`src/rtl/dcs_pkg.sv`:
```
// Package of the divisor count and sum block: payload types, codes and microcode.
package dcs_pkg;

  // Field widths.
  localparam int VAL_W    = 16;
  localparam int STAT_W   = 2;
  localparam int CNT_W    = 8;
  localparam int SUM_W    = 32;
  localparam int DEF_MAX_N = 65535;

  // Result status codes.
  localparam logic [STAT_W-1:0] STATUS_OK        = 2'd0;
  localparam logic [STAT_W-1:0] STATUS_BUILT     = 2'd1;
  localparam logic [STAT_W-1:0] STATUS_RANGE     = 2'd2;
  localparam logic [STAT_W-1:0] STATUS_NOT_BUILT = 2'd3;

  // Operation codes.
  localparam logic OP_BUILD = 1'b0;
  localparam logic OP_QUERY = 1'b1;

  typedef struct packed {
    logic             op;
    logic [VAL_W-1:0] value;
  } dcs_in_t;

  typedef struct packed {
    logic [STAT_W-1:0] status;
    logic [CNT_W-1:0]  divisor_count;
    logic [SUM_W-1:0]  divisor_sum;
  } dcs_out_t;

  // Microcode word layout.
  localparam int UPC_W  = 5;
  localparam int ACT_W  = 5;
  localparam int COND_W = 4;

  // Datapath actions.
  localparam logic [ACT_W-1:0] A_NOP        = 5'd0;
  localparam logic [ACT_W-1:0] A_LATCH      = 5'd1;
  localparam logic [ACT_W-1:0] A_I_INIT     = 5'd2;
  localparam logic [ACT_W-1:0] A_J_SET      = 5'd3;
  localparam logic [ACT_W-1:0] A_WRITE      = 5'd4;
  localparam logic [ACT_W-1:0] A_I_DEC      = 5'd5;
  localparam logic [ACT_W-1:0] A_EMIT_BUILD = 5'd6;
  localparam logic [ACT_W-1:0] A_Q_INIT     = 5'd7;
  localparam logic [ACT_W-1:0] A_READ_X     = 5'd8;
  localparam logic [ACT_W-1:0] A_P_LOAD     = 5'd9;
  localparam logic [ACT_W-1:0] A_DIV_GO     = 5'd10;
  localparam logic [ACT_W-1:0] A_X_UPD      = 5'd11;
  localparam logic [ACT_W-1:0] A_TERM       = 5'd12;
  localparam logic [ACT_W-1:0] A_CNT        = 5'd13;
  localparam logic [ACT_W-1:0] A_SUM        = 5'd14;
  localparam logic [ACT_W-1:0] A_EMIT_OK    = 5'd15;
  localparam logic [ACT_W-1:0] A_EMIT_NB    = 5'd16;
  localparam logic [ACT_W-1:0] A_EMIT_RANGE = 5'd17;

  // Jump conditions.
  localparam logic [COND_W-1:0] C_NEVER     = 4'd0;
  localparam logic [COND_W-1:0] C_ALWAYS    = 4'd1;
  localparam logic [COND_W-1:0] C_NO_START  = 4'd2;
  localparam logic [COND_W-1:0] C_QUERY     = 4'd3;
  localparam logic [COND_W-1:0] C_TOP_LT2   = 4'd4;
  localparam logic [COND_W-1:0] C_J_NEXT_OK = 4'd5;
  localparam logic [COND_W-1:0] C_I_MORE    = 4'd6;
  localparam logic [COND_W-1:0] C_NOT_BUILT = 4'd7;
  localparam logic [COND_W-1:0] C_OUT_RANGE = 4'd8;
  localparam logic [COND_W-1:0] C_X_LE1     = 4'd9;
  localparam logic [COND_W-1:0] C_DIV_BUSY  = 4'd10;
  localparam logic [COND_W-1:0] C_SAME_P    = 4'd11;
  localparam logic [COND_W-1:0] C_X_GT1     = 4'd12;

  // Program step addresses.
  localparam logic [UPC_W-1:0] U_IDLE     = 5'd0;
  localparam logic [UPC_W-1:0] U_DISPATCH = 5'd1;
  localparam logic [UPC_W-1:0] U_B_INIT   = 5'd2;
  localparam logic [UPC_W-1:0] U_B_JSET   = 5'd3;
  localparam logic [UPC_W-1:0] U_B_WRITE  = 5'd4;
  localparam logic [UPC_W-1:0] U_B_NEXTI  = 5'd5;
  localparam logic [UPC_W-1:0] U_B_DONE   = 5'd6;
  localparam logic [UPC_W-1:0] U_Q_INIT   = 5'd7;
  localparam logic [UPC_W-1:0] U_Q_RANGE  = 5'd8;
  localparam logic [UPC_W-1:0] U_Q_READ   = 5'd9;
  localparam logic [UPC_W-1:0] U_Q_PLOAD  = 5'd10;
  localparam logic [UPC_W-1:0] U_Q_DIVGO  = 5'd11;
  localparam logic [UPC_W-1:0] U_Q_DIVW   = 5'd12;
  localparam logic [UPC_W-1:0] U_Q_XUPD   = 5'd13;
  localparam logic [UPC_W-1:0] U_Q_TERM   = 5'd14;
  localparam logic [UPC_W-1:0] U_Q_CNT    = 5'd15;
  localparam logic [UPC_W-1:0] U_Q_SUM    = 5'd16;
  localparam logic [UPC_W-1:0] U_Q_OK     = 5'd17;
  localparam logic [UPC_W-1:0] U_E_NB     = 5'd18;
  localparam logic [UPC_W-1:0] U_E_RANGE  = 5'd19;

  typedef struct packed {
    logic [ACT_W-1:0]  act;
    logic [COND_W-1:0] cond;
    logic [UPC_W-1:0]  target;
  } ucode_t;

  // Control store: one word per step; a true condition jumps to target.
  function automatic ucode_t ucode_rom(input logic [UPC_W-1:0] addr);
    ucode_t w;
    case (addr)
      U_IDLE:     w = '{A_LATCH,      C_NO_START,  U_IDLE};
      U_DISPATCH: w = '{A_NOP,        C_QUERY,     U_Q_INIT};
      U_B_INIT:   w = '{A_I_INIT,     C_TOP_LT2,   U_B_DONE};
      U_B_JSET:   w = '{A_J_SET,      C_NEVER,     U_IDLE};
      U_B_WRITE:  w = '{A_WRITE,      C_J_NEXT_OK, U_B_WRITE};
      U_B_NEXTI:  w = '{A_I_DEC,      C_I_MORE,    U_B_JSET};
      U_B_DONE:   w = '{A_EMIT_BUILD, C_ALWAYS,    U_IDLE};
      U_Q_INIT:   w = '{A_Q_INIT,     C_NOT_BUILT, U_E_NB};
      U_Q_RANGE:  w = '{A_NOP,        C_OUT_RANGE, U_E_RANGE};
      U_Q_READ:   w = '{A_READ_X,     C_X_LE1,     U_Q_OK};
      U_Q_PLOAD:  w = '{A_P_LOAD,     C_NEVER,     U_IDLE};
      U_Q_DIVGO:  w = '{A_DIV_GO,     C_NEVER,     U_IDLE};
      U_Q_DIVW:   w = '{A_NOP,        C_DIV_BUSY,  U_Q_DIVW};
      U_Q_XUPD:   w = '{A_X_UPD,      C_NEVER,     U_IDLE};
      U_Q_TERM:   w = '{A_TERM,       C_SAME_P,    U_Q_DIVGO};
      U_Q_CNT:    w = '{A_CNT,        C_NEVER,     U_IDLE};
      U_Q_SUM:    w = '{A_SUM,        C_X_GT1,     U_Q_PLOAD};
      U_Q_OK:     w = '{A_EMIT_OK,    C_ALWAYS,    U_IDLE};
      U_E_NB:     w = '{A_EMIT_NB,    C_ALWAYS,    U_IDLE};
      U_E_RANGE:  w = '{A_EMIT_RANGE, C_ALWAYS,    U_IDLE};
      default:    w = '{A_NOP,        C_ALWAYS,    U_IDLE};
    endcase
    return w;
  endfunction

endpackage

```
`src/rtl/dcs_div.sv`:
```
// Bit-serial restoring divider: one quotient bit per cycle.
module dcs_div (
  input  logic                      clk,
  input  logic                      rst_n,
  input  logic                      start,
  input  logic [dcs_pkg::VAL_W-1:0] dividend,
  input  logic [dcs_pkg::VAL_W-1:0] divisor,
  output logic                      busy,
  output logic [dcs_pkg::VAL_W-1:0] quotient
);

  localparam int W    = dcs_pkg::VAL_W;
  localparam int CW   = $clog2(W + 1);

  logic [CW-1:0] cnt_r, cnt_nxt;
  logic [W-1:0]  rem_r, rem_nxt;
  logic [W-1:0]  quo_r, quo_nxt;
  logic [W-1:0]  dvs_r, dvs_nxt;
  logic [W+1:0]  trial;

  // Trial subtraction of the divisor from the shifted remainder.
  assign trial = {1'b0, rem_r, quo_r[W-1]} - {2'b00, dvs_r};

  always_comb begin
    cnt_nxt = cnt_r;
    rem_nxt = rem_r;
    quo_nxt = quo_r;
    dvs_nxt = dvs_r;
    if (start) begin
      cnt_nxt = CW'(W);
      rem_nxt = '0;
      quo_nxt = dividend;
      dvs_nxt = divisor;
    end else if (cnt_r != '0) begin
      cnt_nxt = cnt_r - 1'b1;
      if (!trial[W+1]) begin
        rem_nxt = trial[W-1:0];
        quo_nxt = {quo_r[W-2:0], 1'b1};
      end else begin
        rem_nxt = {rem_r[W-2:0], quo_r[W-1]};
        quo_nxt = {quo_r[W-2:0], 1'b0};
      end
    end
  end

  // Iteration counter.
  always_ff @(posedge clk) begin
    if (!rst_n) begin
      cnt_r <= '0;
    end else begin
      cnt_r <= cnt_nxt;
    end
  end

  // Working registers.
  always_ff @(posedge clk) begin
    rem_r <= rem_nxt;
    quo_r <= quo_nxt;
    dvs_r <= dvs_nxt;
  end

  assign busy     = (cnt_r != '0);
  assign quotient = quo_r;

endmodule

```
`config.mk`:
```
export PLATFORM = sky130hd
export DESIGN_NAME = dcs_div
export DESIGN_NICKNAME = d
export VERILOG_FILES = /design/src/rtl/dcs_pkg.sv /design/src/rtl/dcs_div.sv
export SDC_FILE = /design/constraint.sdc
export NUM_CORES = 1
export LEC_CHECK = 0
export ABC_AREA = 0
export BUFFER_PORTS_ARGS = -buffer_cell sky130_fd_sc_hd__buf_2
export CORE_AREA = 2 2 95 119
export DETAILED_ROUTE_END_ITERATION = 12
export DIE_AREA = 0 0 97 121
export PLACE_DENSITY = 0.47
export SETUP_SLACK_MARGIN = 0.4
export SKIP_CTS_REPAIR_TIMING = 1
export SKIP_LAST_GASP = 1
export SYNTH_ARGS = -nofsm -noshare
export SYNTH_HDL_FRONTEND = slang
export SYNTH_SLANG_ARGS = --single-unit
export TNS_END_PERCENT = 20
```
`constraint.sdc`:
```
create_clock -name clk -period 6.35 [get_ports clk]
set_clock_uncertainty 0.2 [all_clocks]
set_input_delay 0 -clock clk [delete_from_list [all_inputs] [get_ports clk]]
set_output_delay 0 -clock clk [all_outputs]
set_load 0.05 [all_outputs]
```
Yosys cells after proc, flatten, opt, wreduce, memory -nomap -nowiden
Cells that the tools add are included.
Widths: inputs -> output; s select.
Storage, ports and cells
  register bits: 53
  output and inout port bits: 17
Operators by class
  add/sub/neg operators: 2
  mux-type cells: 6
  bitwise gates (word level): 1
  reduce and logical (&&, ||, !) cells: 3
Operators with widths (count)
  $mux 16: 3
  $sub 17x16->18: 1
  $mux 5: 2
  $reduce_bool 5->1: 1
  $sub 5x1->5 const B: 1
  $reduce_bool 2->1: 1
  $reduce_or 2->1: 1
  $mux 1: 1
  $not 1->1: 1

Longest topological paths before layout
  depth after elaboration: 4
  gate-level depth with buffers: 10
  depth with buffers taken out: 10

Worst setup path before layout
Ideal clock, no wire load.
  path type: reg2reg
  start: reg quo_r[15] (netlist: quotient[15])
  end: reg rem_r[8]
  setup time: 0.091 ns
  data arrival time: 2.524 ns
  required time: 6.059 ns
  setup slack: 3.535 ns
  cell stages (with the launch flop): 11
  period minus slack after synthesis: 2.815 ns
  cell sequence: edfxtp_1 inv_1 ha_1 inv_1 fa_1 a211o_1 a31o_2 a31oi_1 xnor2_1 nand2_1 a311oi_1
Between the ends
  longest elaborated chain between the ends: 2
RTL lines
  start: declaration: line dcs_div.sv:17  | logic [W-1:0] quo_r, quo_nxt;
  start signal: assignment: line dcs_div.sv:58  | quo_r <= quo_nxt;
  $sub 17x16->18: line dcs_div.sv:22  | assign trial = {1'b0, rem_r, quo_r[W-1]} - {2'b00, dvs_r};
  $mux 16: line dcs_div.sv:36  | if (!trial[W+1]) begin
  end signal: assignment: line dcs_div.sv:57  | rem_r <= rem_nxt;
  end: declaration: line dcs_div.sv:16  | logic [W-1:0] rem_r, rem_nxt;
Every way passes these cells.
A chain may end at the register's enable or synchronous reset.

Worst setup path after layout
Ends and elaborated chain as after synthesis.

==> Flow_metrics.wiki <==
{| class="wikitable"
! Metric !! Value
|-
| GRT overflow || 0
|-
| Slowest cell delay on critical path || 410 ps
|-
| Most used DFF post-synth || edfxtp_1
|-
| Critical-path cell with the highest stage delay || fa_1
|-
| Total negative setup slack || 0 ps
|-
| Headroom to the max-slew limit || 39.6%
|-
| Footprint of the flip-flops and latches || 1380 um^2
|-
| Most used cells in the layout excluding fill and tap cells || 51 x buf_2, 33 x dlygate4sd3_1, 32 x edfxtp_1
|-
| Max Transition Viols Final || 0
|-
| Overall die width || 97 um
|-
| Part of the Yosys area used for sequential elements || 44.3%
|-
| Share of the synthesized area in compound gates (AO/OA/AOI/OAI) || 16.1%
|-
| Fmax || 0.375 GHz
|-
| Count of pins on the block boundary || 52
|-
| RSZ-0062 raised after global routing || false
|-
| Total wirelength of the detailed-routed design || 7.26 mm
|-
| Critical Path, Cell by Cell || inv_1 > ha_1 > inv_1 > fa_1 > a211o_1 > a31o_2 > a31oi_1 > xnor2_1 > nand2_1 > a311oi_1
|-
| Post-synth EDFFs || 32
|-
| Global placer's final weighted congestion || 0.821
|-
| TritonCTS clock tree || built
|-
| Logic gate share of total power || 50.1%
|-
| First-pass iteration count of the detailed router || 4
|-
| Hold Vio Cnt, Final || 0
|-
| Routed via count || 2488
|-
| Max Cap Viol || 0
|-
| Worst hold slack || 179 ps
|-
| Die Outline Area || 11700 um^2
|-
| Crit-path leading delay family || compound AO/OA/AOI/OAI gates
|-
| Slew @ Worst Pin || 904 ps
|-
| Adder and majority cell fraction of the synthesized area || 7.87%
|-
| Antenna violation net count after detailed routing || 0
|-
| Mapped Nets || 348
|-
| Max clock buf depth || 2
|-
| Number of antenna violations at the first check in global routing || 0
|-
| Num CTS Buffers || 5
|-
| Most frequent standard cell in the layout excluding fill and tap cells || buf_2
|-
| Reg power frac || 32.2%
|-
| Clock edge transition at the registers on the reported setup and hold paths || 70 ps
|-
| Main combinational cell family by area after synthesis || compound AO/OA/AOI/OAI gates
|-
| Layout overhead on the synthesized area || 26.8%
|-
| Half-perimeter wire length after detailed placement || 4.95 mm
|-
| Crit start category || flop
|-
| Post-DR vias/cell || 4.91
|-
| Warnings, synthesis || 0
|-
| Type of the most critical hold path || input port to flop
|-
| Final worst-path cycle share || 42.0%
|-
| Die H || 121 um
|-
| Syn Area/Cell || 10.6 um^2
|-
| Post-layout minimum cycle time || 2660 ps
|-
| Total cell area at the placement stage || 3480 um^2
|-
| Switching Share || 42.6%
|-
| Final-stage net count || 428
|-
| Status || complete, no violations
|-
| Fin cells || 507
|-
| Vias in the first global route || 2412
|-
| Cell occurring most often along the worst timing path || inv_1
|-
| Worst path arrival time || 2670 ps
|-
| Total instance count after detailed placement || 466
|-
| Sink count of the clock tree || 53
|-
| Number of different library cells in the post-synthesis netlist || 58
|-
| Peak ir drop on the vdd network || 0.195 mV
|-
| Number of remaining DRC errors || 0
|-
| Buf/Inv on CP || 2
|-
| Clk Latency, worst-skew pair || 300 ps
|-
| First-pass GRT wire length || 11.8 mm
|-
| Data required time at the worst endpoint || 6360 ps
|-
| Share of cells above drive strength 1 || 24.5%
|-
| Effective utilization at floorplan || 29.5%
|-
| First DRT Iteration DRCs || 134
|-
| Leakage || 0.00165 uW
|-
| Post-Synth Simple-Gate Area || 15.6%
|-
| Pin count of the biggest net entering global routing || 57
|-
| Final setup violating endpoints || 0
|-
| CORE AREA || 10600 um^2
|-
| Cell Int Power || 903 uW
|-
| Combined global-route utilization of all metal layers || 12.5%
|-
| Wire length per cell after detailed routing || 14.3 um
|-
| Yosys reg bits || 53
|-
| Synthesized cell area || 3120 um^2
|-
| Fillcell total || 1060
|-
| WS Path Type || flop to flop
|-
| Clock network fraction of total power || 17.7%
|-
| Cell Pwr Density || 398 nW/um^2
|-
| Gate count of the mapped netlist || 294
|-
| Category of the worst setup path capture point || flop
|-
| Number of port buffers || 51
|-
| # diodes || 0
|-
| Share of async-settable or async-resettable flops after synthesis || 0%
|-
| Share of the synthesized netlist area taken by xor and xnor gates || 3.09%
|-
| Switch Pwr || 671 uW
|-
| Proportion of synthesized area in mux cells || 8.07%
|-
| Multi-input gate area in the final layout || 1580 um^2
|-
| Number of H-tree levels || 2
|-
| Master cell of the clock root buffer || clkbuf_16
|-
| Maximum net fanout on the critical path || 4
|-
| Number of placement rows || 42
|-
| Total power consumption of the routed design || 1570 uW
|-
| Post-route cell area || 3950 um^2
|}
==> path summary, 6_finish.rpt <==
kind,depth (start not counted),end,start,slack (ps)
max,10,rem_r[8],quotient[15],3690
min,2,dvs_r[5],start,180
max reg2reg,10,rem_r[8],quotient[15],3690
min reg2reg,2,rem_r[5],rem_r[4],300
==> cells by family (layout without fill, tap and decap cells) <==
| logic type | count (synthesis) | after routing |
|---|---|---|
| AND/OR/NAND/NOR | 88 | 88 |
| AO/OA/AOI/OAI | 65 | 65 |
| flip-flops | 53 | 53 |
| buffers and inverters | 35 | 116 |
| multiplexers | 23 | 23 |
| adder cells (fa/ha/maj) | 19 | 19 |
| XOR/XNOR | 11 | 11 |
==> cells in the mapped netlist (all sizes together) (2+ instances only) <==
| library cell | instances | share of area [%] |
|---|---|---|
| edfxtp | 32 | 31 |
| inv | 23 | 2.8 |
| nor2 | 22 | 2.6 |
| dfxtp | 21 | 13 |
| nand2 | 21 | 2.5 |
| ha | 18 | 7.2 |
| mux2 | 17 | 6.1 |
| a21oi | 10 | 1.7 |
| a211oi | 9 | 2.5 |
| clkbuf | 7 | 0.84 |
| nand3 | 7 | 1.7 |
| o21ai | 7 | 1.2 |
| a21o | 6 | 1.4 |
| a31oi | 6 | 1.2 |
| mux2i | 6 | 1.9 |
| nand4 | 6 | 1.2 |
| xnor2 | 6 | 1.7 |
| buf | 5 | 1.4 |
| nor3 | 5 | 0.80 |
| o211ai | 5 | 1.2 |
| xor2 | 5 | 1.4 |
| a311oi | 4 | 1.1 |
| nand2b | 4 | 0.80 |
| o21a | 4 | 0.96 |
| nand4b | 3 | 0.84 |
| nor2b | 3 | 0.60 |
| or2 | 3 | 0.60 |
| a31o | 2 | 0.56 |
| a41oi | 2 | 0.56 |
| and2 | 2 | 0.48 |
| nand3b | 2 | 0.48 |
| nor3b | 2 | 0.48 |
| or3 | 2 | 0.40 |
| or4 | 2 | 0.48 |
==> final cells by class <==
cell class	count	share of cell area (%)
multi-input combinational	206	40.0
sequential	53	34.9
timing repair buffer	85	15.0
tap	132	4.18
clock buffer	5	3.17
inverter	23	2.18
clock inverter	3	0.538
==> sequential cells by signal (all words and copies together) (netlist names) <==
signal    cells
cnt_r         5
quotient     16
rem_r        16
dvs_r        16
==> metal layers <==
layer	wire, um	GRT usage [%]	up-vias
met5	0	0	-
met2	3660	22.2	63
li1	-	-	1248
met3	303	3.17	8
met1	3180	14.6	1169
met4	116	4.05	0
==> power groups by stage <==
stage	Sequential (uW)	Combinational (uW)	Clock [uW]
3_5_place_dp	514	772	0
4_1_cts	508	775	290
3_3_place_gp	514	770	0
5_1_grt	520	873	299
2_1_floorplan	597	539	0
6_report	507	788	278
==> per-stage QoR <==
stage,util (%),worst slack [ps]
after floorplan,-,3540
after global placement,32.9,3730
after detailed placement,32.9,3710
after CTS,34.3,3680
after global routing,37.4,3470
final,37.4,3690
(Power assumes the default switching activity.)
